<file path="config.mk">
export PLATFORM = sky130hd
export DESIGN_NAME = argb_pixel_blender_flat
export DESIGN_NICKNAME = d
export VERILOG_FILES = /design/src/rtl/core/abp_pkg.sv /design/src/rtl/core/abp_if.sv /design/src/rtl/core/abp_lane.sv /design/src/rtl/core/abp_merge.sv /design/src/rtl/core/argb_pixel_blender.sv /design/src/flat_wrapper.sv
export SDC_FILE = /design/constraint.sdc
export NUM_CORES = 2
export LEC_CHECK = 0
export BUFFER_PORTS_ARGS = -buffer_cell sky130_fd_sc_hd__buf_2
export CORE_MARGIN = 2
export CORE_UTILIZATION = 60
export DETAILED_ROUTE_END_ITERATION = 10
export HOLD_SLACK_MARGIN = 0.08
export PLACE_DENSITY = 0.85
export SETUP_SLACK_MARGIN = 0.1
export SLEW_MARGIN = 20
export SYNTH_ARGS = -nofsm -noshare
export SYNTH_HDL_FRONTEND = slang
export SYNTH_HIERARCHICAL = 1
export SYNTH_SLANG_ARGS = --single-unit
export TNS_END_PERCENT = 10
</file>
<file path="constraint.sdc">
create_clock -name clk_i -period 8.8 [get_ports clk_i]
set_clock_uncertainty 0.2 [all_clocks]
set_input_delay 1.76 -clock clk_i [delete_from_list [all_inputs] [get_ports clk_i]]
set_output_delay 1.76 -clock clk_i [all_outputs]
set_load 0.05 [all_outputs]
</file>
<file path="src/rtl/core/abp_pkg.sv">
`timescale 1ns / 1ps
// ----------------------------------------------------------------------------
// ARGB pixel blender package
// Blend mode codes, channel constants, pipeline enable bundle and the
// truncating divide-by-255 used by every colour lane.
// ----------------------------------------------------------------------------
package abp_pkg;

  // Channel geometry of an ARGB8888 pixel
  localparam int unsigned ChW  = 8;
  localparam int unsigned PixW = 4 * ChW;
  localparam int unsigned ShA  = 24;
  localparam int unsigned ShR  = 16;
  localparam int unsigned ShG  = 8;
  localparam logic [ChW-1:0] CH_MAX = 8'hFF;

  // Blend modes; code 3 has no name and blends as normal
  typedef enum logic [1:0] {
    MODE_NORMAL   = 2'd0,
    MODE_ADD      = 2'd1,
    MODE_MULTIPLY = 2'd2
  } blend_mode_e;

  // Per-stage advance strobes shared by the lanes and the merge stage
  typedef struct packed {
    logic s1;
    logic s2;
    logic s3;
  } abp_pipe_en_t;

  // floor(x / 255), exact for x below 65280 (all products stay <= 65025)
  function automatic logic [ChW-1:0] div255(input logic [16:0] x);
    logic [17:0] t;
    t = 18'(x) + 18'd1 + 18'(x[16:8]);
    return t[15:8];
  endfunction

endpackage

</file>
<file path="src/rtl/core/abp_if.sv">
`timescale 1ns / 1ps
// ----------------------------------------------------------------------------
// ARGB pixel blender channels
// Valid/ready interfaces for the input item (two pixels and a mode) and for
// the result item (one blended pixel).
// ----------------------------------------------------------------------------
interface abp_in_if;
  logic        valid;
  logic        ready;
  logic [31:0] background;
  logic [31:0] foreground;
  logic [1:0]  mode;

  modport source (output valid, output background, output foreground, output mode,
                  input ready);
  modport sink   (input valid, input background, input foreground, input mode,
                  output ready);
endinterface

interface abp_out_if;
  logic        valid;
  logic        ready;
  logic [31:0] blended;

  modport source (output valid, output blended, input ready);
  modport sink   (input valid, input blended, output ready);
endinterface

</file>
<file path="src/rtl/core/abp_lane.sv">
`timescale 1ns / 1ps
// ----------------------------------------------------------------------------
// ARGB pixel blender colour lane
// Three-stage mixer for one colour channel: products, first divide and the
// multiply-mode second product, then the final divide.
// ----------------------------------------------------------------------------
module abp_lane import abp_pkg::*; (
  input  logic            clk_i,
  input  abp_pipe_en_t    en_i,
  input  logic [ChW-1:0]  b_i,
  input  logic [ChW-1:0]  f_i,
  input  logic [ChW-1:0]  af_i,
  input  logic [1:0]      mode_i,
  output logic [ChW-1:0]  ch_o
);

  // Stage 1 registers
  logic [15:0]    p1_q, p1_d;
  logic [15:0]    p2_q, p2_d;
  logic [ChW-1:0] b1_q;
  logic [1:0]     mode1_q;

  // Stage 2 registers
  logic [15:0]    m_q, m_d;
  logic           mul2_q;

  // Stage 3 (result) register
  logic [ChW-1:0] ch_q, ch_d;

  logic [ChW-1:0] f_op;
  logic [ChW-1:0] q1;
  logic [8:0]     add_sum;

  // Stage 1: foreground term (255-f for multiply) and background weight
  always_comb begin
    f_op = (mode_i == MODE_MULTIPLY) ? (CH_MAX - f_i) : f_i;
    p1_d = 16'(f_op) * 16'(af_i);
    p2_d = 16'(b_i) * 16'(CH_MAX - af_i);
  end

  always_ff @(posedge clk_i) begin
    if (en_i.s1) begin
      p1_q    <= p1_d;
      p2_q    <= p2_d;
      b1_q    <= b_i;
      mode1_q <= mode_i;
    end
  end

  // Stage 2: per-mode result, or the second product for multiply
  always_comb begin
    q1      = div255(17'(p1_q));
    add_sum = 9'(q1) + 9'(b1_q);
    case (mode1_q)
      MODE_ADD:      m_d = 16'(add_sum[8] ? CH_MAX : add_sum[7:0]);
      MODE_MULTIPLY: m_d = 16'(CH_MAX - q1) * 16'(b1_q);
      default:       m_d = 16'(div255(17'(p1_q) + 17'(p2_q)));
    endcase
  end

  always_ff @(posedge clk_i) begin
    if (en_i.s2) begin
      m_q    <= m_d;
      mul2_q <= (mode1_q == MODE_MULTIPLY);
    end
  end

  // Stage 3: final divide for multiply, pass-through otherwise
  assign ch_d = mul2_q ? div255(17'(m_q)) : m_q[ChW-1:0];

  always_ff @(posedge clk_i) begin
    if (en_i.s3) begin
      ch_q <= ch_d;
    end
  end

  assign ch_o = ch_q;

endmodule

</file>
<file path="src/rtl/core/abp_merge.sv">
`timescale 1ns / 1ps
// ----------------------------------------------------------------------------
// ARGB pixel blender merge stage
// Saturating alpha sum, carried alongside the colour lanes, then packed with
// the three lane results into one ARGB pixel.
// ----------------------------------------------------------------------------
module abp_merge import abp_pkg::*; (
  input  logic             clk_i,
  input  abp_pipe_en_t     en_i,
  input  logic [ChW-1:0]   ab_i,
  input  logic [ChW-1:0]   af_i,
  input  logic [ChW-1:0]   r_i,
  input  logic [ChW-1:0]   g_i,
  input  logic [ChW-1:0]   b_i,
  output logic [PixW-1:0]  blended_o
);

  logic [8:0]     a_sum;
  logic [ChW-1:0] a1_q, a1_d;
  logic [ChW-1:0] a2_q;
  logic [ChW-1:0] a3_q;

  // Alpha: ab + af clamped at 255
  always_comb begin
    a_sum = 9'(ab_i) + 9'(af_i);
    a1_d  = a_sum[8] ? CH_MAX : a_sum[7:0];
  end

  // Keep alpha in step with the lanes
  always_ff @(posedge clk_i) begin
    if (en_i.s1) a1_q <= a1_d;
    if (en_i.s2) a2_q <= a1_q;
    if (en_i.s3) a3_q <= a2_q;
  end

  assign blended_o = {a3_q, r_i, g_i, b_i};

endmodule

</file>
<file path="src/rtl/core/argb_pixel_blender.sv">
`timescale 1ns / 1ps
// ----------------------------------------------------------------------------
// ARGB pixel blender
// Blends a foreground ARGB8888 pixel over a background pixel in normal, add
// or multiply mode; alpha out is the saturated sum of both alphas.
//
// Usage:
//   in_i  carries background, foreground and mode; an item is taken when
//         valid and ready are both high.
//   out_o carries the blended pixel under the same valid/ready rule.
//   Stages: product, divide/second-product, final divide (the third stage is
//   the output register); out_o.valid rises when the result reaches it.
//   Three colour lanes run side by side in every stage.
//   Throughput is one item per cycle while out_o.ready stays high.
//   When the receiver stalls, the result holds on out_o and empty stages
//   behind it still fill, so up to three items are held before in_i.ready
//   drops. Nothing is lost or repeated.
//   Reset clears the stage valid flags only; no clearing pass is needed and
//   the block accepts items from the first cycle after reset.
// ----------------------------------------------------------------------------
module argb_pixel_blender import abp_pkg::*; (
  input  logic      clk_i,
  input  logic      rst_ni,
  abp_in_if.sink    in_i,
  abp_out_if.source out_o
);

  abp_pipe_en_t   en;
  logic           v1_q, v2_q, v3_q;
  logic [ChW-1:0] r_ch, g_ch, b_ch;

  // Stage advance: a stage moves when it is empty or the next one moves
  always_comb begin
    en.s3 = !v3_q || out_o.ready;
    en.s2 = !v2_q || en.s3;
    en.s1 = !v1_q || en.s2;
  end

  assign in_i.ready = en.s1;

  // Stage valid flags
  always_ff @(posedge clk_i or negedge rst_ni) begin
    if (!rst_ni) begin
      v1_q <= 1'b0;
      v2_q <= 1'b0;
      v3_q <= 1'b0;
    end else begin
      if (en.s1) v1_q <= in_i.valid;
      if (en.s2) v2_q <= v1_q;
      if (en.s3) v3_q <= v2_q;
    end
  end

  // Colour lanes
  abp_lane u_lane_r (
    .clk_i  (clk_i),
    .en_i   (en),
    .b_i    (in_i.background[ShR +: ChW]),
    .f_i    (in_i.foreground[ShR +: ChW]),
    .af_i   (in_i.foreground[ShA +: ChW]),
    .mode_i (in_i.mode),
    .ch_o   (r_ch)
  );

  abp_lane u_lane_g (
    .clk_i  (clk_i),
    .en_i   (en),
    .b_i    (in_i.background[ShG +: ChW]),
    .f_i    (in_i.foreground[ShG +: ChW]),
    .af_i   (in_i.foreground[ShA +: ChW]),
    .mode_i (in_i.mode),
    .ch_o   (g_ch)
  );

  abp_lane u_lane_b (
    .clk_i  (clk_i),
    .en_i   (en),
    .b_i    (in_i.background[0 +: ChW]),
    .f_i    (in_i.foreground[0 +: ChW]),
    .af_i   (in_i.foreground[ShA +: ChW]),
    .mode_i (in_i.mode),
    .ch_o   (b_ch)
  );

  // Alpha and packing
  abp_merge u_merge (
    .clk_i     (clk_i),
    .en_i      (en),
    .ab_i      (in_i.background[ShA +: ChW]),
    .af_i      (in_i.foreground[ShA +: ChW]),
    .r_i       (r_ch),
    .g_i       (g_ch),
    .b_i       (b_ch),
    .blended_o (out_o.blended)
  );

  assign out_o.valid = v3_q;

endmodule

</file>
<file path="src/flat_wrapper.sv">
// flat-port wrapper written by rule: the top's interface ports become plain ports
module argb_pixel_blender_flat import abp_pkg::*;
  (clk_i, rst_ni, in_i_valid, in_i_background, in_i_foreground, in_i_mode, in_i_ready, out_o_valid, out_o_blended, out_o_ready);
  abp_in_if in_i_i ();
  abp_out_if out_o_i ();
  input  logic clk_i;
  input  logic rst_ni;
  input wire logic [$bits(in_i_i.valid)-1:0] in_i_valid;
  input wire logic [$bits(in_i_i.background)-1:0] in_i_background;
  input wire logic [$bits(in_i_i.foreground)-1:0] in_i_foreground;
  input wire logic [$bits(in_i_i.mode)-1:0] in_i_mode;
  output wire logic [$bits(in_i_i.ready)-1:0] in_i_ready;
  output wire logic [$bits(out_o_i.valid)-1:0] out_o_valid;
  output wire logic [$bits(out_o_i.blended)-1:0] out_o_blended;
  input wire logic [$bits(out_o_i.ready)-1:0] out_o_ready;
  assign in_i_i.valid = in_i_valid;
  assign in_i_i.background = in_i_background;
  assign in_i_i.foreground = in_i_foreground;
  assign in_i_i.mode = in_i_mode;
  assign in_i_ready = in_i_i.ready;
  assign out_o_valid = out_o_i.valid;
  assign out_o_blended = out_o_i.blended;
  assign out_o_i.ready = out_o_ready;
  argb_pixel_blender u_core (.clk_i(clk_i), .rst_ni(rst_ni), .in_i(in_i_i), .out_o(out_o_i));
endmodule
</file>
==> impl_metrics.csv <==
group,metric,value,unit
die,core_area,0.0563,mm2
routing,antenna_left,0,
yosys,synth-edff-count,225,
finish,fillers,4393,
worst_setup_path,slowest_delay,570,ps
worst_setup_path,end_kind,"flip-flop",
finish,synthToLayoutAreaGrowth,6.11,%
yosys,synth_ff_type,"edfxtp_1",
worst_setup_path,path_cells,"ha_1 -> o21a_1 -> o21a_1 -> o21a_1 -> o21ai_1 -> a21o_1 -> a211oi_1 -> and3_1 -> mux2_1 -> fa_1 -> inv_1 -> fa_1 -> inv_1 -> fa_1 -> fa_1 -> inv_1 -> ha_1 -> nor2b_1 -> o21a_1 -> o41ai_1 -> o21ai_1 -> a31oi_1 -> mux2i_1",
cts,cts_tree,"yes",
die,placementRows,87,
timing,finalHoldViolCount,0,
grt,grtUsageTotal,0.261,
cts,clk_pin_slew,60,ps
cts,post_cts_buffers,0,
timing,post-route-period-util,0.818,
timing,slew_headroom,0.273,
yosys,synth_seq_cells,228,
timing,timing.fmax,139,MHz
timing,worst_slack,1600,ps
die,die_h,242,um
placed_design,place_congestion,0.876,
routing,drt_iter0_drc,1657,
finish,nets,4516,
yosys,ys_seq_area_frac,0.201,
die,die_area,0.0587,mm2
routing,routed_wl,75900,um
cts,cts_root_buffer,"clkbuf_16",
worst_setup_path,path_max_fanout,9,
timing,slew_violations,0,
timing,grt_setup_unrepaired,"false",
die,initial_core_util,0.605,
yosys,yosysWarnings,6,
timing,fin_hold_ws,224,ps
yosys,netlist_area,0.0340,mm2
placed_design,portBuffers,103,
grt,grt_pass1_wl,126000,um
timing,period_needed,7200,ps
timing,tightest_slew,1090,ps
placed_design,post-place-ws,1540,ps
grt,grt_max_degree,88,
worst_setup_path,cp_slowest_cell,"and3_1",
cts,ctsLongestPathBuffers,3,
die,io-pin-count,104,
cts,post_cts_resize_count,0,
grt,antenna_found_initial,2,
timing,finalSetupTns,0,ps
cts,clkSinkCount,228,
yosys,synth_area_per_cell,9.67,um2
worst_setup_path,crit_arrival,7310,ps
run_status,status,"complete, no violations",
yosys,syn_inst,3522,
grt,grt_pass1_vias,25199,
cts,cts_made_buffers,26,
routing,vias,24792,
routing,wl_per_cell,17.4,um
finish,final_common_cell,"inv_1",
flow_run,drv_cap,0,
worst_setup_path,worstSetupPathType,"reg -> reg",
timing,setup_violations,0,
grt,gr-total-overflow,0,
worst_setup_path,crit_required,8910,ps
cts,clk_latency,570,ps
routing,firstDrtPassIters,7,
routing,route.detailed.drc,0,
finish,drive_gt1_frac,0.0650,
yosys,syn-num-nets,4441,
yosys,synthArstFlopShare,0.0132,
routing,avgViaCountPerCell,5.67,
die,die_w,242,um
hold_path,hp-class,"reg -> reg",
finish,layout_common_cells,"600 x inv_1, 512 x ha_1, 337 x fa_1, 242 x nor2b_1, 225 x edfxtp_1",
cts,htree_levels,1,
worst_setup_path,crit_path_start_kind,"flip-flop",
cts,postCtsHoldBufs,0,
placed_design,dp_hpwl,59500,um
yosys,ys_types,107,
layout make-up:
type	instances	area, um2	share of cell area
Inverter	600	2250	0.0623
Sequential cell	228	6830	0.189
Tap cell	756	946	0.0262
Antenna cell	1	2.50	0.0000693
Clock inverter	20	216	0.00599
Timing Repair Buffer	118	628	0.0174
Multi-Input combinational cell	2623	24600	0.681
Clock buffer	28	658	0.0182
cell families (layout without fill, tap and decap cells):
group                    count (synthesis)  count (layout)  synth area share
buffers and inverters                  671             766            0.0774
XOR/XNOR                               224             224            0.0593
multiplexers                            29              29           0.00889
AND/OR/NAND/NOR                       1026            1026             0.168
adder cells (fa/ha/maj)                849             849             0.386
AO/OA/AOI/OAI                          495             495            0.0996
flip-flops                             228             228             0.201
other                                    0               1                 0
synthesized netlist by cell type (39+ instances only):
| cell type | n | area share |
|---|---|---|
| a21oi_1 | 151 | 0.022 |
| nand2_1 | 180 | 0.020 |
| fa_1 | 337 | 0.20 |
| inv_1 | 600 | 0.066 |
| nor2_1 | 142 | 0.016 |
| edfxtp_1 | 225 | 0.20 |
| o21ai_0 | 60 | 0.0088 |
| nand3_1 | 39 | 0.0057 |
| nor2b_1 | 242 | 0.044 |
| and2_1 | 135 | 0.025 |
| ha_1 | 512 | 0.19 |
| a21o_1 | 42 | 0.0093 |
| xnor2_1 | 145 | 0.037 |
| xor2_1 | 73 | 0.019 |
| nand2b_1 | 147 | 0.027 |
| nor3_1 | 46 | 0.0068 |
final timing paths:
check | startpoint | to | slack (ps) | depth (start not counted)
setup / recovery | u_core/u_lane_r/p1_q[1] | u_core/u_lane_r/m_q[15] | 1600 | 23
min in group asynchronous | rst_ni | u_core/v1_q | 780 | 1
hold reg to reg | u_core/u_merge/a1_q[4] | u_core/u_merge/a2_q[4] | 220 | 0
setup reg to reg | u_core/u_lane_r/p1_q[1] | u_core/u_lane_r/m_q[15] | 1600 | 23
hold / removal | u_core/u_merge/a1_q[4] | u_core/u_merge/a2_q[4] | 220 | 0
max in group asynchronous | rst_ni | u_core/out_o.valid | 7510 | 1
routing by layer:
| metal | vias to the layer above | track usage | part of all wire |
|---|---|---|---|
| li1 | 11753 | - | - |
| met1 | 12059 | 0.359 | 0.44 |
| met2 | 869 | 0.441 | 0.47 |
| met3 | 111 | 0.0276 | 0.061 |
| met4 | 0 | 0.0723 | 0.023 |
| met5 | - | 0 | 0 |
stage by stage:
stage                      util  instance area, um2  cells
after floorplan               -               34000   3522
after global placement    0.626               35200   4325
after detailed placement  0.626               35200   4325
after CTS                 0.642               36100   4373
after global routing      0.642               36100   4374
final                     0.642               36100   4374
worst max-delay path: cells and delay by family (launching register included):
kind                       cells  cell delay (ps)
AOI/OAI and AO/OA             10             2240
adders and majority gates      6             2650
buffers and inverters          3              150
DFF                            1              470
muxes                          2              510
and+or+nand+nor                2              710
Power is not shown: default switching activity piles up to over one toggle a cycle in this logic, so the estimate is an artifact.
